$ cat config.mk
export PLATFORM = sky130hd
export DESIGN_NAME = spa_axis
export DESIGN_NICKNAME = d
export VERILOG_FILES = /design/src/hw/rtl/spa_pkg.sv /design/src/hw/rtl/spa_axis.sv
export SDC_FILE = /design/constraint.sdc
export NUM_CORES = 2
export LEC_CHECK = 0
export BUFFER_PORTS_ARGS = -buffer_cell sky130_fd_sc_hd__buf_2
export CORE_MARGIN = 1
export CORE_UTILIZATION = 45
export CTS_CLUSTER_SIZE = 14
export DETAILED_ROUTE_END_ITERATION = 10
export GPL_ROUTABILITY_DRIVEN = 0
export SLEW_MARGIN = 20
export SYNTH_ARGS = -nofsm -noshare
export SYNTH_HDL_FRONTEND = slang
export SYNTH_SLANG_ARGS = --single-unit
export TNS_END_PERCENT = 100
$ cat constraint.sdc
create_clock -name i_clk -period 12.3 [get_ports i_clk]
set_input_delay 1.23 -clock i_clk [delete_from_list [all_inputs] [get_ports i_clk]]
set_output_delay 1.23 -clock i_clk [all_outputs]
set_load 0.01 [all_outputs]
$ cat src/hw/rtl/spa_pkg.sv
// ----------------------------------------------------------------------------
// spa_pkg: shared definitions for the shortest-arc angle interpolator
// Widths, angle constants, flag bit positions and the per-axis control bundle.
// ----------------------------------------------------------------------------
package spa_pkg;

    // Number format of the angles.
    localparam int ANGLE_FRAC_BITS = 16;

    // Port widths.
    localparam int IN_W   = 32;
    localparam int FRAC_W = ANGLE_FRAC_BITS + 1;
    localparam int FLAG_W = 13;
    localparam int ANG_W  = 10 + ANGLE_FRAC_BITS;

    // Internal widths: reduced angles, differences, products.
    localparam int S_W  = ANG_W + 1;
    localparam int D_W  = S_W + 1;
    localparam int P_W  = D_W + FRAC_W + 1;
    localparam int HI_W = IN_W - ANGLE_FRAC_BITS;
    localparam int R0_W = 10;
    localparam int QP_W = HI_W + 9;

    // Reciprocal of 360 for the integer-degree reduction.
    localparam int RECIP_SHIFT = 24;
    localparam int RECIP_W     = 17;
    localparam int DEG_WHOLE   = 360;
    localparam logic [RECIP_W-1:0] RECIP_M =
        RECIP_W'((longint'(1) << RECIP_SHIFT) / DEG_WHOLE);
    localparam int PROD_W = HI_W + RECIP_W;

    // Angle constants in the fixed-point format.
    localparam longint DEG360_L = longint'(DEG_WHOLE) << ANGLE_FRAC_BITS;
    localparam logic signed [S_W-1:0] DEG360    = S_W'(DEG360_L);
    localparam logic signed [S_W-1:0] DEG180    = S_W'(DEG360_L / 2);
    localparam logic signed [D_W-1:0] DEG720    = D_W'(DEG360_L * 2);
    localparam logic signed [D_W-1:0] ANGLE_MAX = D_W'(DEG360_L * 2 - 1);
    localparam logic [FRAC_W-1:0] FRAC_ONE = FRAC_W'(longint'(1) << ANGLE_FRAC_BITS);
    localparam logic signed [P_W-1:0] ROUND_HALF =
        P_W'(longint'(1) << (ANGLE_FRAC_BITS - 1));

    // Flag word layout: four decision bits per axis and a recorded mark.
    localparam int AXIS_FLAG_W  = 4;
    localparam int FLAG_ADD_S   = 0;
    localparam int FLAG_ADD_E   = 1;
    localparam int FLAG_DOWN_E  = 2;
    localparam int FLAG_DOWN_S  = 3;
    localparam int RECORDED_BIT = 12;

    // Pipeline depth of one axis, and of the whole block from the input register.
    localparam int AXIS_LAT = 11;
    localparam int PIPE_LAT = AXIS_LAT;

    // Control bundle handed to each axis along with its two angles.
    typedef struct packed {
        logic                   decide;
        logic [AXIS_FLAG_W-1:0] frc;
        logic [FRAC_W-1:0]      frac;
    } t_axis_ctl;

endpackage

$ cat src/hw/rtl/spa_axis.sv
// ----------------------------------------------------------------------------
// spa_axis: one axis of the shortest-arc interpolator
// Eleven register stages: reduction modulo 360, arc selection, interpolation
// and final wrap. The pipeline advances every cycle.
// ----------------------------------------------------------------------------
module spa_axis (
    input  logic                          i_clk,
    input  logic [spa_pkg::IN_W-1:0]      i_start_val,
    input  logic [spa_pkg::IN_W-1:0]      i_end_val,
    input  spa_pkg::t_axis_ctl            i_ctl,
    output logic [spa_pkg::ANG_W-1:0]     o_angle,
    output logic [spa_pkg::AXIS_FLAG_W-1:0] o_rec
);
    import spa_pkg::*;

    // Index 0 carries the start angle, index 1 the end angle.
    logic [IN_W-1:0]            r_a_mag  [0:1];
    logic                       r_a_neg  [0:1];
    logic [PROD_W-1:0]          r_b_prod [0:1];
    logic [HI_W-1:0]            r_b_hi   [0:1];
    logic [ANGLE_FRAC_BITS-1:0] r_b_lo   [0:1];
    logic                       r_b_neg  [0:1];
    logic [R0_W-1:0]            r_c_r0   [0:1];
    logic [ANGLE_FRAC_BITS-1:0] r_c_lo   [0:1];
    logic                       r_c_neg  [0:1];
    logic signed [S_W-1:0]      r_d_rem  [0:1];

    t_axis_ctl r_a_ctl, r_b_ctl, r_c_ctl, r_d_ctl, r_e_ctl;

    logic signed [S_W-1:0] r_e_s1, r_e_e1;
    logic                  r_e_add_s, r_e_add_e;
    logic signed [S_W-1:0] r_f_s2, r_f_e2;
    logic [FRAC_W-1:0]     r_f_frac, r_g_frac;
    logic signed [D_W-1:0] r_g_diff;
    logic signed [S_W-1:0] r_g_s, r_h_s;
    logic signed [P_W-1:0] r_h_prod;
    logic signed [D_W-1:0] r_i_rnd, r_i_s, r_i_s360;
    logic signed [D_W-1:0] r_j_r, r_j_r360;
    logic [ANG_W-1:0]      r_k_angle;
    logic [AXIS_FLAG_W-1:0] r_f_rec, r_g_rec, r_h_rec, r_i_rec, r_j_rec, r_k_rec;

    logic [HI_W-1:0]        n_c_q   [0:1];
    logic [QP_W-1:0]        n_c_qx  [0:1];
    logic [R0_W-1:0]        n_d_r   [0:1];
    logic [ANG_W-2:0]       n_d_mag [0:1];
    logic                   n_e_add_s, n_e_add_e;
    logic signed [D_W-1:0]  n_f_diff;
    logic                   n_f_down_e, n_f_down_s;
    logic signed [P_W-1:0]  n_i_rnd;

    // Stage A: sign and magnitude of both endpoints.
    always_ff @(posedge i_clk) begin
        r_a_neg[0] <= i_start_val[IN_W-1];
        r_a_neg[1] <= i_end_val[IN_W-1];
        r_a_mag[0] <= i_start_val[IN_W-1] ? IN_W'(-i_start_val) : i_start_val;
        r_a_mag[1] <= i_end_val[IN_W-1] ? IN_W'(-i_end_val) : i_end_val;
        r_a_ctl    <= i_ctl;
    end

    // Stage B: whole degrees times the reciprocal of 360.
    always_ff @(posedge i_clk) begin
        for (int k = 0; k < 2; k++) begin
            r_b_hi[k]   <= r_a_mag[k][IN_W-1:ANGLE_FRAC_BITS];
            r_b_lo[k]   <= r_a_mag[k][ANGLE_FRAC_BITS-1:0];
            r_b_neg[k]  <= r_a_neg[k];
            r_b_prod[k] <= PROD_W'(r_a_mag[k][IN_W-1:ANGLE_FRAC_BITS]) * PROD_W'(RECIP_M);
        end
        r_b_ctl <= r_a_ctl;
    end

    // Stage C: first remainder estimate, at most one 360 too large.
    always_comb begin
        for (int k = 0; k < 2; k++) begin
            n_c_q[k]  = HI_W'(r_b_prod[k] >> RECIP_SHIFT);
            n_c_qx[k] = QP_W'(n_c_q[k]) * QP_W'(DEG_WHOLE);
        end
    end

    always_ff @(posedge i_clk) begin
        for (int k = 0; k < 2; k++) begin
            r_c_r0[k]  <= R0_W'(QP_W'(r_b_hi[k]) - n_c_qx[k]);
            r_c_lo[k]  <= r_b_lo[k];
            r_c_neg[k] <= r_b_neg[k];
        end
        r_c_ctl <= r_b_ctl;
    end

    // Stage D: correct the remainder and give it the sign of the dividend.
    always_comb begin
        for (int k = 0; k < 2; k++) begin
            n_d_r[k] = (r_c_r0[k] >= R0_W'(DEG_WHOLE)) ?
                       r_c_r0[k] - R0_W'(DEG_WHOLE) : r_c_r0[k];
            n_d_mag[k] = {n_d_r[k][R0_W-2:0], r_c_lo[k]};
        end
    end

    always_ff @(posedge i_clk) begin
        for (int k = 0; k < 2; k++) begin
            r_d_rem[k] <= r_c_neg[k] ? -S_W'(n_d_mag[k]) : S_W'(n_d_mag[k]);
        end
        r_d_ctl <= r_c_ctl;
    end

    // Stage E: lift endpoints by 360 where forced, or negative ones when deciding.
    always_comb begin
        n_e_add_s = r_d_ctl.frc[FLAG_ADD_S] | (r_d_ctl.decide & r_d_rem[0][S_W-1]);
        n_e_add_e = r_d_ctl.frc[FLAG_ADD_E] | (r_d_ctl.decide & r_d_rem[1][S_W-1]);
    end

    always_ff @(posedge i_clk) begin
        r_e_s1    <= r_d_rem[0] + (n_e_add_s ? DEG360 : S_W'(0));
        r_e_e1    <= r_d_rem[1] + (n_e_add_e ? DEG360 : S_W'(0));
        r_e_add_s <= n_e_add_s;
        r_e_add_e <= n_e_add_e;
        r_e_ctl   <= r_d_ctl;
    end

    // Stage F: pick the shorter arc; end-down wins over start-down.
    always_comb begin
        n_f_diff   = D_W'(r_e_e1) - D_W'(r_e_s1);
        n_f_down_e = r_e_ctl.frc[FLAG_DOWN_E] |
                     (r_e_ctl.decide & (n_f_diff > D_W'(DEG180)));
        n_f_down_s = !n_f_down_e & (r_e_ctl.frc[FLAG_DOWN_S] |
                     (r_e_ctl.decide & (n_f_diff < -D_W'(DEG180))));
    end

    // The recorded bits follow the flag layout: down start, down end, add end, add start.
    always_ff @(posedge i_clk) begin
        r_f_s2   <= n_f_down_s ? r_e_s1 - DEG360 : r_e_s1;
        r_f_e2   <= n_f_down_e ? r_e_e1 - DEG360 : r_e_e1;
        r_f_frac <= r_e_ctl.frac;
        r_f_rec  <= {n_f_down_s, n_f_down_e, r_e_add_e, r_e_add_s};
    end

    // Stage G: span of the path.
    always_ff @(posedge i_clk) begin
        r_g_diff <= D_W'(r_f_e2) - D_W'(r_f_s2);
        r_g_s    <= r_f_s2;
        r_g_frac <= r_f_frac;
        r_g_rec  <= r_f_rec;
    end

    // Stage H: span times fraction.
    always_ff @(posedge i_clk) begin
        r_h_prod <= r_g_diff * $signed({1'b0, r_g_frac});
        r_h_s    <= r_g_s;
        r_h_rec  <= r_g_rec;
    end

    // Stage I: round to nearest unit, halves upward; prepare start plus 360.
    assign n_i_rnd = (r_h_prod + ROUND_HALF) >>> ANGLE_FRAC_BITS;

    always_ff @(posedge i_clk) begin
        r_i_rnd  <= D_W'(n_i_rnd);
        r_i_s    <= D_W'(r_h_s);
        r_i_s360 <= D_W'(r_h_s) + D_W'(DEG360);
        r_i_rec  <= r_h_rec;
    end

    // Stage J: interpolated angle, plain and wrapped by 360.
    always_ff @(posedge i_clk) begin
        r_j_r    <= r_i_s + r_i_rnd;
        r_j_r360 <= r_i_s360 + r_i_rnd;
        r_j_rec  <= r_i_rec;
    end

    // Stage K: wrap negative results and clamp to the output range.
    always_ff @(posedge i_clk) begin
        if (r_j_r[D_W-1]) begin
            r_k_angle <= r_j_r360[D_W-1] ? '0 : ANG_W'(r_j_r360);
        end else if (r_j_r >= DEG720) begin
            r_k_angle <= ANG_W'(ANGLE_MAX);
        end else begin
            r_k_angle <= ANG_W'(r_j_r);
        end
        r_k_rec <= r_j_rec;
    end

    assign o_angle = r_k_angle;
    assign o_rec   = r_k_rec;

endmodule

==> impl_metrics.yaml <==
status:
  status: "complete, no violations"
timing:
  setup_viol: 0
  tightest_slew_ns: 1.18
  period_share_pct: 63.0
  whs_ns: 0.315
  setup_tns_ns: 0
  relSlewSlack_pct: 21.3
  period_needed_ns: 7.75
  hold_viol_final: 0
  clock_skew_ns: 0.0265
  rsz0062_at_grt: "false"
  clock.fmax_mhz: 129
  report.final.slew_viol_count: 0
logic_synthesis:
  synth-compound-area-share_pct: 7.04
  synth_top_family_by_area: "adder cells"
  yosys.area_share.simple_pct: 10.7
  synth.area.mux_share_pct: 0.113
  synthAdderAreaFrac_pct: 36.9
  synth_top_area_share_pct: 31.7
  synthTopCellsByArea: "dfxtp_1 32%, fa_1 25%, ha_1 12%"
  synth.most_common_cell: "inv_1"
  postSynthAreaPerCell_um2: 10.3
  syn_nets: 5767
  synth_common_cells: "908 x inv_1, 755 x dfxtp_1, 594 x fa_1, 455 x ha_1, 353 x nand2_1"
  synth_largest_area_cell: "dfxtp_1"
  yosysSeqAreaShare_pct: 31.7
  synth_xor_area_share_pct: 5.75
  synth_edf_count: 0
  ys_async_sr_fraction_pct: 0
  synthesis.instances: 4631
  ys_types: 83
  yosysWarningCount: 0
  ys_ff_latch: 755
  synth_ff_type: "dfxtp_1"
  synthesis.area_um2: 47700
cells_and_area:
  regArea_um2: 15100
  drive_above_1_share_pct: 6.29
  multi_input_area_um2: 28800
  nNetsFinal: 5887
  fillers: 9766
  syn_to_final_growth_pct: 10.4
grt:
  grt_first_pass_wirelength_um: 158000
  grt_util_all_layers_pct: 18.3
  grt.overflow.total: 0
  grt_max_degree: 34
  antenna_found_initial: 4
  grt_pass1_vias: 31400
clock_tree:
  cts_sinks: 755
  clock_latency_ns: 0.66
  path_clk_slew_ns: 0.06
  cts-resized-gates: 0
  cts_setup_buffers: 0
  cts-buffers-inserted: 83
  cts_tree: "done"
  clock_path_buffers: 3
  clk_root_buffer_cell: "clkbuf_16"
  htreeDepth: 3
  ctsHoldBuffers: 0
die:
  row_count: 119
  die_y_um: 328
  io_pins: 117
  dieArea_um2: 107000
  coreArea_um2: 105000
  die_w_um: 328
  initial_core_util_pct: 45.4
routing:
  wire_per_inst_um: 15.1
  drc_errors: 0
  vias: 29700
  drt_pass1_iterations: 7
  final_antenna_net_count: 0
  wl_um: 94000
  first_iter_violations: 1252
  vias_per_cell: 4.78
critical_path:
  required_ns: 12.82
  critical_path_class: "reg2reg"
  max_stage_delay_ns: 1.09
  cp_cell_sequence: "nand2_1 > fa_1 > inv_1 > fa_1 > fa_1 > fa_1 > fa_1 > inv_1 > fa_1 > inv_1 > ha_1 > a21oi_1 > o2111ai_1 > a211oi_1 > a21oi_1 > o21ai_0 > a21oi_1 > o221ai_1 > a21boi_0 > o21a_1 > o41ai_1 > o21bai_1 > xor2_1"
  slowest_stage: "dfxtp_1"
  cp.arrival_ns: 8.28
  setup.worst_path.end_class: "flip-flop"
  crit_buf_inv: 3
  worst-path-max-fanout: 28
  critPathLaunchType: "flip-flop"
  critical_path.top_delay_family: "adder cells"
  cp_common_cell: "fa_1"
flow_run:
  drv_cap: 0
placement:
  dp_hpwl_um: 76300
  port_buffers: 116
min_path:
  min_path_type: "reg2reg"
[final timing paths]
path / from / slack [ns] / endpoint / depth (start not counted)
worst max register to register: r_g_frac[9]$_DFF_P_ / 4.55 / r_h_prod[42]$_DFF_P_ / 23
worst min register to register: r_e_ctl[8]$_DFF_P_ / 0.32 / r_f_frac[8]$_DFF_P_ / 0
worst max-delay path: r_g_frac[9]$_DFF_P_ / 4.55 / r_h_prod[42]$_DFF_P_ / 23
worst min-delay path: r_e_ctl[8]$_DFF_P_ / 0.32 / r_f_frac[8]$_DFF_P_ / 0
[per-stage QoR]
| step | setup slack, ns | std cells | cell area, um^2 | util, % |
|---|---|---|---|---|
| after floorplan | 5.71 | 4631 | 47700 | - |
| after global placement | 4.73 | 6057 | 49800 | 47.3 |
| after detailed placement | 4.54 | 6057 | 49800 | 47.3 |
| after CTS | 4.53 | 6210 | 52600 | 50.1 |
| after global routing | 4.22 | 6210 | 52600 | 50.1 |
| final | 4.55 | 6211 | 52600 | 50.1 |
[layout by cell type (no fill, tap or decap), drive strengths merged, types with 7 or more instances in the layout]
cell       n
nand2b    30
o21bai    14
a31oi     19
nand3     51
o41ai     17
o2111ai   10
and4       7
a21oi    107
or2       15
a21o      63
bufinv     7
a211oi    10
buf      129
o21a      39
xnor2    249
or3       18
ha       455
o31ai     24
or4       17
nor2     132
nor4      12
xor2      64
nand4     14
clkinv    16
and2     263
nor3      24
nor2b     34
and3      20
o211ai    12
fa       594
inv      918
o21ai    124
dfxtp    755
nand2    353
clkbuf   114
[cells by family (layout without fill, tap and decap cells)]
family	count (synthesis)	count (layout)
simple gates	1006	1006
buf+inv	1002	1190
fa+ha+maj	1049	1049
compound gates	501	501
other cells	0	1
xor+xnor	313	313
flops	755	755
mux	5	5
[worst reg2reg max path, stage by stage (launching register included)]
cell and delay, ns:
dfxtp_1 1.09, nand2_1 0.22, fa_1 0.57, inv_1 0.05, fa_1 0.48, fa_1 0.57, fa_1 0.43, fa_1 0.49
inv_1 0.05, fa_1 0.50, inv_1 0.05, ha_1 0.35, a21oi_1 0.26, o2111ai_1 0.18, a211oi_1 0.25, a21oi_1 0.16
o21ai_0 0.32, a21oi_1 0.21, o221ai_1 0.24, a21boi_0 0.17, o21a_1 0.24, o41ai_1 0.45, o21bai_1 0.13, xor2_1 0.16
[sequential cells by signal, indices dropped and copies added, names as in the netlist, 26 cells and up]
name      flops
r_j_r        28
o_angle      26
r_g_diff     28
r_b_lo       32
r_f_e2       27
r_f_s2       27
r_i_s        27
r_i_rnd      28
r_a_mag      64
r_c_lo       32
r_d_rem      54
r_h_prod     29
r_e_s1       27
r_h_s        27
r_e_e1       27
r_g_s        27
[per-layer routing]
| metal | vias up | wire, um | GRT usage (%) |
|---|---|---|---|
| met5 | - | 0 | 0 |
| met4 | 0 | 1670 | 4.87 |
| met3 | 122 | 5580 | 3.65 |
| met2 | 561 | 44000 | 30.8 |
| met1 | 14300 | 42700 | 24.0 |
| li1 | 14700 | - | - |
[final cells by class]
cell class	instances	share of cell area, %
repair buffers	129	1.29
clock buffers	114	4.43
flip-flops and latches	755	28.7
well taps	1391	3.31
multi-input cells	2874	54.7
inverters	908	6.47
clock inverters	39	1.04
diodes	1	0.00475
Power is not shown: default switching activity piles up to over one toggle a cycle in this logic, so the estimate is an artifact.
